File: config.mk
export PLATFORM = sky130hd
export DESIGN_NAME = windowed_pid_balance_drive_top
export DESIGN_NICKNAME = d
export VERILOG_FILES = /design/src/pbd_pkg.sv /design/src/windowed_pid_balance_drive_top.sv /design/src/pbd_front.sv /design/src/pbd_mac.sv /design/src/pbd_scale.sv
export SDC_FILE = /design/constraint.sdc
export NUM_CORES = 1
export LEC_CHECK = 0
export ABC_CLOCK_PERIOD_IN_PS = 14500
export BUFFER_PORTS_ARGS = -buffer_cell sky130_fd_sc_hd__buf_4
export CAP_MARGIN = 20
export CORE_MARGIN = 3
export CORE_UTILIZATION = 48
export DETAILED_ROUTE_END_ITERATION = 16
export PLACE_DENSITY = 0.62
export SYNTH_ARGS = -nofsm -noshare
export SYNTH_HDL_FRONTEND = slang
export SYNTH_SLANG_ARGS = --single-unit
File: constraint.sdc
create_clock -name clock -period 14.5 [get_ports clock]
set_input_delay 2.175 -clock clock [delete_from_list [all_inputs] [get_ports clock]]
set_output_delay 2.175 -clock clock [all_outputs]
set_load 0.02 [all_outputs]
File: src/pbd_pkg.sv
// pbd_pkg: shared types and constants for the windowed pid balance drive
// no dependencies; imported by every module of the block

package pbd_pkg;

   // signed error sample - setpoint, and the difference of two errors
   typedef logic signed [8:0] err_type;
   typedef logic signed [9:0] diff_type;

   // handshake control handed to each pipeline stage
   typedef struct packed {
      logic valid;   // upstream stage holds a transaction
      logic en;      // this stage may load this cycle
   } stage_ctl_type;

   // configuration register indexes
   localparam int CSR_INDEX_W = 3;
   localparam int CSR_DATA_W  = 10;
   localparam logic [CSR_INDEX_W-1:0] CSR_SETPOINT  = 3'd0;
   localparam logic [CSR_INDEX_W-1:0] CSR_GAIN_P    = 3'd1;
   localparam logic [CSR_INDEX_W-1:0] CSR_GAIN_I    = 3'd2;
   localparam logic [CSR_INDEX_W-1:0] CSR_GAIN_D    = 3'd3;
   localparam logic [CSR_INDEX_W-1:0] CSR_BASE_DUTY = 3'd4;

   // reset values
   localparam logic [7:0] SETPOINT_RST  = 8'd140;
   localparam logic [9:0] GAIN_P_RST    = 10'd220;
   localparam logic [7:0] GAIN_I_RST    = 8'd30;
   localparam logic [7:0] GAIN_D_RST    = 8'd20;
   localparam logic [7:0] BASE_DUTY_RST = 8'd100;

   // correction word width and the divide by 500
   localparam int ACC_W = 16;
   // x / 500 == (x >> 2) / 125; (x >> 2) < 2^14 keeps the reciprocal exact
   localparam int           QUARTER_W   = ACC_W - 2;
   localparam int           RECIP_W     = 15;
   localparam logic [14:0]  RECIP_MUL   = 15'd16778;   // ceil(2^21 / 125)
   localparam int           RECIP_SHIFT = 21;
   localparam int           PROD_W      = QUARTER_W + RECIP_W;

endpackage

File: src/windowed_pid_balance_drive_top.sv
// windowed_pid_balance_drive_top: balance controller top level, csr bank
// and pipeline control; depends on pbd_pkg, pbd_front, pbd_mac, pbd_scale
//
// Usage:
// - req channel: one 8-bit tilt sample per transaction (req_valid/req_stall).
// - rsp channel: one transaction per sample with go_backward and duty
//   (rsp_valid/rsp_stall), in the order the samples came in.
// - csr port: write-only; csr_index selects setpoint, gain_p, gain_i, gain_d
//   or base_duty; other indexes are ignored. Write only while no transaction
//   is in flight.
// - three register stages: error/window sum, gain products, divide and
//   duty add. A taken sample passes through them in that order to rsp.
// - throughput is one sample per cycle while rsp_stall is low; each stage
//   loads when empty or when the stage after it moves; a full pipeline streams.
// - when the receiver stalls, the result holds and the stages behind it
//   fill; req_stall rises once all three stages are full.
// - reset (synchronous) empties the pipeline, clears the error history and
//   loads the register reset values.

module windowed_pid_balance_drive_top import pbd_pkg::*; #(
   parameter int WINDOW = 9
) (
   input  logic                   clock,
   input  logic                   reset,
   input  logic                   req_valid,
   output logic                   req_stall,
   input  logic [7:0]             req_sample,
   output logic                   rsp_valid,
   input  logic                   rsp_stall,
   output logic                   rsp_go_backward,
   output logic [7:0]             rsp_duty,
   input  logic                   csr_we,
   input  logic [CSR_INDEX_W-1:0] csr_index,
   input  logic [CSR_DATA_W-1:0]  csr_wdata
);

   localparam int SUM_W = 9 + $clog2(WINDOW);

   logic [7:0] setpoint_ff;
   logic [9:0] gain_p_ff;
   logic [7:0] gain_i_ff;
   logic [7:0] gain_d_ff;
   logic [7:0] base_duty_ff;

   stage_ctl_type           front_ctl;
   stage_ctl_type           mac_ctl;
   stage_ctl_type           scale_ctl;
   logic                    front_valid;
   logic                    mac_valid;
   logic                    scale_valid;
   err_type                 front_err;
   logic signed [SUM_W-1:0] front_sum;
   diff_type                front_diff;
   logic                    front_backward;
   logic [ACC_W-1:0]        mac_acc;
   logic                    mac_backward;

   always_ff @(posedge clock) begin
      if (reset) begin
         setpoint_ff  <= SETPOINT_RST;
         gain_p_ff    <= GAIN_P_RST;
         gain_i_ff    <= GAIN_I_RST;
         gain_d_ff    <= GAIN_D_RST;
         base_duty_ff <= BASE_DUTY_RST;
      end else if (csr_we) begin
         unique case (csr_index)
            CSR_SETPOINT:  setpoint_ff  <= csr_wdata[7:0];
            CSR_GAIN_P:    gain_p_ff    <= csr_wdata;
            CSR_GAIN_I:    gain_i_ff    <= csr_wdata[7:0];
            CSR_GAIN_D:    gain_d_ff    <= csr_wdata[7:0];
            CSR_BASE_DUTY: base_duty_ff <= csr_wdata[7:0];
            default: ;
         endcase
      end
   end

   // a stage loads when it is empty or its successor loads
   always_comb begin
      scale_ctl.en    = !scale_valid || !rsp_stall;
      scale_ctl.valid = mac_valid;
      mac_ctl.en      = !mac_valid || scale_ctl.en;
      mac_ctl.valid   = front_valid;
      front_ctl.en    = !front_valid || mac_ctl.en;
      front_ctl.valid = req_valid;
   end

   assign req_stall = !front_ctl.en;

   pbd_front #(
      .WINDOW (WINDOW),
      .SUM_W  (SUM_W)
   ) u_front (
      .clock    (clock),
      .reset    (reset),
      .ctl      (front_ctl),
      .sample   (req_sample),
      .setpoint (setpoint_ff),
      .valid    (front_valid),
      .err      (front_err),
      .sum      (front_sum),
      .diff     (front_diff),
      .backward (front_backward)
   );

   pbd_mac #(
      .SUM_W (SUM_W)
   ) u_mac (
      .clock      (clock),
      .reset      (reset),
      .ctl        (mac_ctl),
      .err        (front_err),
      .sum        (front_sum),
      .diff       (front_diff),
      .backward_i (front_backward),
      .gain_p     (gain_p_ff),
      .gain_i     (gain_i_ff),
      .gain_d     (gain_d_ff),
      .valid      (mac_valid),
      .acc        (mac_acc),
      .backward   (mac_backward)
   );

   pbd_scale u_scale (
      .clock      (clock),
      .reset      (reset),
      .ctl        (scale_ctl),
      .acc        (mac_acc),
      .backward_i (mac_backward),
      .base_duty  (base_duty_ff),
      .valid      (scale_valid),
      .duty       (rsp_duty),
      .backward   (rsp_go_backward)
   );

   assign rsp_valid = scale_valid;

   // pipeline is empty right after reset
   a_reset_empty: assert property (@(posedge clock)
      reset |=> (!rsp_valid && !front_valid && !mac_valid))
      else $error("pipeline not empty after reset");

   // an empty result stage means the pipeline can always take a sample
   a_no_stall_when_drained: assert property (@(posedge clock) disable iff (reset)
      !rsp_valid |-> !req_stall)
      else $error("input stalled while result stage empty");

   // an accepted transaction lands in the first stage
   a_accept_lands: assert property (@(posedge clock) disable iff (reset)
      (req_valid && !req_stall) |=> front_valid)
      else $error("accepted transaction lost at first stage");

   // a stage that holds data and cannot load keeps its successor full
   a_stall_holds: assert property (@(posedge clock) disable iff (reset)
      (mac_valid && !mac_ctl.en) |-> (rsp_valid && rsp_stall))
      else $error("middle stage blocked without output stall");

endmodule

File: src/pbd_front.sv
// pbd_front: error forming, error history shift line and windowed sum
// depends on pbd_pkg

module pbd_front import pbd_pkg::*; #(
   parameter int WINDOW = 9,
   parameter int SUM_W  = 9 + $clog2(WINDOW)
) (
   input  logic                    clock,
   input  logic                    reset,
   input  stage_ctl_type           ctl,
   input  logic [7:0]              sample,
   input  logic [7:0]              setpoint,
   output logic                    valid,
   output err_type                 err,
   output logic signed [SUM_W-1:0] sum,
   output diff_type                diff,
   output logic                    backward
);

   err_type                 hist_ff [WINDOW];
   err_type                 err_in;
   logic signed [SUM_W-1:0] sum_in;
   logic                    valid_ff;
   err_type                 err_ff;
   logic signed [SUM_W-1:0] sum_ff;
   diff_type                diff_ff;
   logic                    backward_ff;
   logic                    take;

   assign take   = ctl.valid && ctl.en;
   assign err_in = err_type'({1'b0, sample}) - err_type'({1'b0, setpoint});

   always_comb begin
      sum_in = '0;
      for (int k = 0; k < WINDOW; k++) begin
         sum_in = sum_in + SUM_W'(hist_ff[k]);
      end
   end

   // history shifts only when a transaction is taken
   always_ff @(posedge clock) begin
      if (reset) begin
         for (int k = 0; k < WINDOW; k++) begin
            hist_ff[k] <= '0;
         end
      end else if (take) begin
         hist_ff[0] <= err_in;
         for (int k = 1; k < WINDOW; k++) begin
            hist_ff[k] <= hist_ff[k-1];
         end
      end
   end

   always_ff @(posedge clock) begin
      if (reset) begin
         valid_ff <= 1'b0;
      end else if (ctl.en) begin
         valid_ff <= ctl.valid;
      end
   end

   always_ff @(posedge clock) begin
      if (take) begin
         err_ff      <= err_in;
         sum_ff      <= sum_in;
         diff_ff     <= diff_type'(err_in) - diff_type'(hist_ff[0]);
         backward_ff <= sample > setpoint;
      end
   end

   assign valid    = valid_ff;
   assign err      = err_ff;
   assign sum      = sum_ff;
   assign diff     = diff_ff;
   assign backward = backward_ff;

endmodule

File: src/pbd_mac.sv
// pbd_mac: gain products and their 16-bit wrapped sum
// depends on pbd_pkg

module pbd_mac import pbd_pkg::*; #(
   parameter int SUM_W = 13
) (
   input  logic                    clock,
   input  logic                    reset,
   input  stage_ctl_type           ctl,
   input  err_type                 err,
   input  logic signed [SUM_W-1:0] sum,
   input  diff_type                diff,
   input  logic                    backward_i,
   input  logic [9:0]              gain_p,
   input  logic [7:0]              gain_i,
   input  logic [7:0]              gain_d,
   output logic                    valid,
   output logic [ACC_W-1:0]        acc,
   output logic                    backward
);

   logic [ACC_W-1:0] err_x;
   logic [ACC_W-1:0] sum_x;
   logic [ACC_W-1:0] diff_x;
   logic [ACC_W-1:0] p_term;
   logic [ACC_W-1:0] i_term;
   logic [ACC_W-1:0] d_term;
   logic [ACC_W-1:0] acc_in;
   logic             valid_ff;
   logic [ACC_W-1:0] acc_ff;
   logic             backward_ff;

   // only the low 16 bits are kept, so sign-extend and multiply unsigned
   assign err_x  = ACC_W'(err);
   assign sum_x  = ACC_W'(sum);
   assign diff_x = ACC_W'(diff);
   assign p_term = err_x * ACC_W'(gain_p);
   assign i_term = sum_x * ACC_W'(gain_i);
   assign d_term = diff_x * ACC_W'(gain_d);
   assign acc_in = p_term + i_term + d_term;

   always_ff @(posedge clock) begin
      if (reset) begin
         valid_ff <= 1'b0;
      end else if (ctl.en) begin
         valid_ff <= ctl.valid;
      end
   end

   always_ff @(posedge clock) begin
      if (ctl.en && ctl.valid) begin
         acc_ff      <= acc_in;
         backward_ff <= backward_i;
      end
   end

   assign valid    = valid_ff;
   assign acc      = acc_ff;
   assign backward = backward_ff;

endmodule

File: src/pbd_scale.sv
// pbd_scale: divide by 500, add the base duty, result register
// depends on pbd_pkg

module pbd_scale import pbd_pkg::*; (
   input  logic             clock,
   input  logic             reset,
   input  stage_ctl_type    ctl,
   input  logic [ACC_W-1:0] acc,
   input  logic             backward_i,
   input  logic [7:0]       base_duty,
   output logic             valid,
   output logic [7:0]       duty,
   output logic             backward
);

   logic [QUARTER_W-1:0] quarter;
   logic [PROD_W-1:0]    prod;
   logic [7:0]           scaled;
   logic [7:0]           duty_in;
   logic                 valid_ff;
   logic [7:0]           duty_ff;
   logic                 backward_ff;

   // reciprocal multiply; quotient never exceeds 131
   assign quarter = acc[ACC_W-1:2];
   assign prod    = PROD_W'(quarter) * PROD_W'(RECIP_MUL);
   assign scaled  = prod[RECIP_SHIFT +: 8];
   assign duty_in = base_duty + scaled;

   always_ff @(posedge clock) begin
      if (reset) begin
         valid_ff <= 1'b0;
      end else if (ctl.en) begin
         valid_ff <= ctl.valid;
      end
   end

   always_ff @(posedge clock) begin
      if (ctl.en && ctl.valid) begin
         duty_ff     <= duty_in;
         backward_ff <= backward_i;
      end
   end

   assign valid    = valid_ff;
   assign duty     = duty_ff;
   assign backward = backward_ff;

endmodule
Yosys cells after proc, flatten, opt, wreduce, memory -nomap -nowiden
Memory sizes are Yosys's and may differ from the RTL's.
Cells that the tools add are included.

storage, ports and cells
  register bits = 104
  output and inout bits = 11
  word-level logic and storage cells = 79
  memory bits (writable) = 81
  ROM bits = 0
  bits in latches = 0
  memories kept = 1

operators by class
  reductions and logical operators = 17
  bitwise operators = 9
  multipliers = 4
  muxes and demuxes = 14
  shift operators = 0
  order comparisons = 1
  divide/modulo/power cells = 0
  add/sub/neg operators = 13
  eq/ne operators = 4

memory list
  memory           depth  bits a word  rd ports  clocked after memory_dff  write ports  RTL line         text
  u_front.hist_ff  9      9            9         0                         9            pbd_front.sv:20  err_type hist_ff [WINDOW];

operators with widths
  cell                      count
  $mux W9                   9
  $add A13 B9 Y13           6
  $add A16 B16 Y16          2
  $mul A14 B14 Y28 const B  1
  $mul A10 B9 Y16           1
  $mul A13 B9 Y16           1
  $mul A9 B11 Y16           1
  $add A10 B9 Y11           1
  $add A9 B9 Y10            1
  $reduce_and A2 Y1         5
  $sub A9 B9 Y10            1
  $or A1 B1 Y1              9
  $sub A8 B8 Y9             1
  $add A8 B8 Y8             1
  $gt A8 B8 Y1              1
  $eq A3 B2 Y1 const B      2
  $logic_not A1 Y1          5
  $mux W1                   5
  $eq A3 B1 Y1 const B      1
  $eq A3 B3 Y1 const B      1
  $logic_and A1 B1 Y1       3
  $logic_not A3 Y1          1
  $logic_or A1 B1 Y1        3

Longest topological paths before layout
  depth after elaboration = 9
  gate-level depth with buffers = 26
  gate-level depth less buffers = 26

Hierarchy
From an unflattened synthesis, not the netlist that was laid out.

second synthesis, totals
  cell total of the unflattened synthesis = 1,982
  area total of the unflattened synthesis = 20,584.7 um^2

modules (own cells, without submodules)
  module                          cells each  instances  sequential area each (um^2)  area an instance (um^2)
  pbd_mac                         954         1          530.5                        9,031.2
  pbd_front                       552         1          3,443.3                      6,885.4
  pbd_scale                       310         1          290.3                        2,942.8
  windowed_pid_balance_drive_top  166         1          840.8                        1,725.4

Worst setup path after synthesis
No wires, ideal clock.

  kind = register -> register
  start point = register gain_d_ff[0]
  end point = register u_mac.acc_ff[15], in the netlist u_mac.acc[15] (data pin)
  cell stages (with the launch flop) = 21
  library setup time = 0.260 ns
  arrival = 5.484 ns
  setup slack = 8.756 ns
  data required time = 14.240 ns
  buffers on the path = 1
  cell sequence = dfxtp_1 clkbuf_1 nand2_1 fa_1 inv_1 fa_1 inv_1 fa_1 fa_1 inv_1 fa_1 fa_1 inv_1 fa_1 inv_1 ha_1 or2_2 a21oi_1 a31oi_1 a31oi_1 xnor2_1

on the way
  cells in the longest elaborated chain, start to end = 2

RTL lines
  what                        RTL line                              text
  start: declaration          windowed_pid_balance_drive_top.sv:42  logic [7:0] gain_d_ff;
  start signal: assignment    windowed_pid_balance_drive_top.sv:70  CSR_GAIN_D: gain_d_ff <= csr_wdata[7:0];
  $mul A10 B9 Y16             pbd_mac.sv:39                         assign d_term = diff_x * ACC_W'(gain_d);
  $add A16 B16 Y16            pbd_mac.sv:40                         assign acc_in = p_term + i_term + d_term;
  named net u_mac.acc_in[15]  pbd_mac.sv:28                         logic [ACC_W-1:0] acc_in;
  end signal: assignment      pbd_mac.sv:52                         acc_ff <= acc_in;
  end: declaration            pbd_mac.sv:30                         logic [ACC_W-1:0] acc_ff;

The timed path passes the listed nets, and every way through them passes these cells.
A chain may end at the register's enable or synchronous reset.

==> metrics.txt <==
RSZ-0062 raised after global routing=no; CTS tree=done; antenna violations before repair=0; most common cell after layout, fill and taps aside=inv_1; chip height=211 µm; Inserted Clock Buffers=17; vias in the first global route=13,400; largest family of logic cells by synthesized area=adder cells; #FFs+latches synth=about 180; post-place instance area=about 21,000 µm²; RD Place Congestion=0.868; first-pass GRT wire length=69,300 µm; slowest stage delay, CP=0.56 ns; DRC=0; Final period util=42.7%; Slowest cell on crit path=fa_1; Post-Synth Adder-Cell Area=44.1%; post-DP HPWL=~35,000 µm; HP Class=reg -> reg; max-cap violation count=0; Die Area=44,600 µm²; H-tree depth=4; largest cells by area after synthesis=fa_1, edfxtp_1, ha_1; f_max=161 MHz; Synth Area in XOR/XNOR=around 3.8%; crit path capture type=register; DRT iter0 DRCs=between 500 and 600; Setup Fix Bufs, Post-CTS=0; status=finished clean; Final Non-Filler Cells=between 2,000 and 3,000; Final setup viols=0; site row count=74; design area=21,600 µm²; Core ar.=41,200 µm²; ANT cells=0; placed cell count=2,495; cell count of the worst reg-to-reg path=24; Final Util=roughly 53%; Post-Syn Instances=1,969; CP Cell Sequence=fa_1, ha_1, inv_1, fa_1, nor2b_1, o21ai_0, a21boi_0, o21a_1, o21ai_0, nand2b_1, a21oi_1, xnor2_1, fa_1, inv_1, fa_1, fa_1, fa_1, inv_1, ha_1, nand3_1, nand2_1, a41oi_1, a21oi_1, xnor2_1; Tightest Pin Transition=0.990 ns; max-slew violations=0; WP data required=around 15 ns; setup TNS=0 ns; Post-Syn Nets=approximately 2,500; Bufs on Longest Clock Path=2; post_cts resized=0; chip width=211 µm; synthesized cell area=20,200 µm²; area grow syn2layout=7.12%; hold depth=0; Hold Crit Start=u_mac.backward; Worst-path clk slew=0.07 ns; mux cell area share after synthesis=0.248%; largest net degree at the start of global routing=73; most frequent cells in the layout=inv_1, fa_1, ha_1; Post-synth top flop=edfxtp_1; Post-CTS Hold Buffers=0; Detailed Route WL=between 40,000 and 50,000 µm; Worst Path Arrival=6.40 ns; share of cells above drive strength 1=4.26%; Final Hold Vio Count=0; critical path startpoint=u_front.hist_ff[0][1]; Post-synth EDFFs=138; syn_area_per_cell=10.3 µm²; hold worst-path end=u_scale.backward; Setup CP Type=reg -> reg; Vias=12,700; IO buf count=36; 1st-pass router iterations=5; Worst R2R Start=u_front.hist_ff[0][1]; Worst setup SP type=register; sequential fraction of the synthesis area=25.0%; Tmin final=6.19 ns; post-DR wirelength/cell=16.6 µm; CP max FO=5; FF-to-FF End=u_front.sum[12]; GR Util All Layers=roughly a fifth; worst rel slew slack=between 30% and 40%; Nets=approximately 2,500; FFs w/ async S/R, synth=0%; # clock sinks=approximately 180; IO Pins=37; Yosys top cell by area=fa_1; Initial Utilization=around 49%; global route overflow=0; via/cell ratio=roughly 5; share of the synthesized area in the top cell type=30.0%; Final ANT Viol Nets=0; Post-Synth Simple-Gate Area=13.0%; Synth Warn #=0; skew final=0.0180 ns; Synth Area in Compound Gates=about 4.7%; Unique masters post-synth=50; worst skew pair latency=0.47 ns; Root Buffer=clkbuf_16; R2R setup slack=8.31 ns; CP most frequent cell=fa_1
how the worst max path moves through the flow:
stage	end	slack, ns	cells past startpoint
finish	u_front.sum[12]	8.31	24
global placement	u_front.sum[12]	8.33	24
CTS	u_front.sum[12]	8.35	24
global route	u_front.sum[12]	7.95	24
floorplan	u_mac.acc[15]	8.76	20
detailed placement	u_front.sum[12]	8.38	24
metal layers:
| metal | global-route usage (%) | share of wire, % | wire length (µm) | vias up |
|---|---|---|---|---|
| li1 | - | - | - | 6077 |
| met4 | 6.35 | 2.7 | 1110 | 0 |
| met1 | 26.7 | 45 | 18700 | 6364 |
| met2 | 34.3 | 49 | 20700 | 196 |
| met3 | 2.58 | 3.4 | 1410 | 60 |
| met5 | 0 | 0 | 0 | - |
cell type report:
cell class	count	area, µm²
inverters	444	1670
repair buffers	42	328
multi-input cells	1296	13300
flip-flops and latches	183	5040
well taps	532	666
clock inverters	8	80.1
fillers	3708	19600
clock buffers	24	524
cell usage after synthesis (4+ instances only):
cell        n
nor2b_1    16
nand2_1   196
nand2b_1   13
nand3_1     5
clkbuf_1   44
nand4_1     5
nand3b_1   10
a21oi_2     4
a211o_1     8
xor2_1     16
a21oi_1    59
and2_1    199
a21o_1     16
dfxtp_1    45
a21boi_0    5
mux2i_1     5
inv_1     444
ha_1      227
o21ai_0    18
nor2_1     62
nor3_1      9
edfxtp_1  138
o21ai_1     6
o21a_1      9
fa_1      303
xnor2_1    72
flip-flops by register name, indices dropped and copies added (netlist names):
| register | count |
|---|---|
| gain_d_ff | 8 |
| base_duty_ff | 8 |
| u_scale.valid | 1 |
| u_front.hist_ff | 81 |
| u_front.backward | 1 |
| u_mac.backward | 1 |
| u_front.sum | 13 |
| u_front.valid | 1 |
| u_scale.backward | 1 |
| setpoint_ff | 8 |
| u_mac.valid | 1 |
| gain_i_ff | 8 |
| gain_p_ff | 10 |
| u_front.err | 9 |
| u_mac.acc | 14 |
| u_scale.duty | 8 |
| u_front.diff | 10 |
metrics by stage:
| step | hold slack, ns | setup slack, ns |
|---|---|---|
| 2_1_floorplan | 0.400 | 8.76 |
| 3_3_place_gp | 0.419 | 8.33 |
| 3_5_place_dp | 0.427 | 8.38 |
| 4_1_cts | 0.444 | 8.35 |
| 5_1_grt | 0.457 | 7.95 |
| 6_report | 0.440 | 8.31 |
critical path: cells and delay by family, from the launching register on:
family | cells | cell delay (ns)
buf+inv | 3 | 0.16
compound gates | 7 | 1.11
xor+xnor | 2 | 0.28
simple gates | 4 | 0.44
fa+ha+maj | 8 | 3.51
flops | 1 | 0.43
kinds of logic after synthesis:
group	after synthesis
buf+inv	490
simple gates	524
compound gates	149
xor+xnor	88
mux	5
fa+ha+maj	530
flops	183
Power is left out: the tool's default activity adds up to more than one toggle a clock period on the data nets, which glitch-free logic cannot reach.
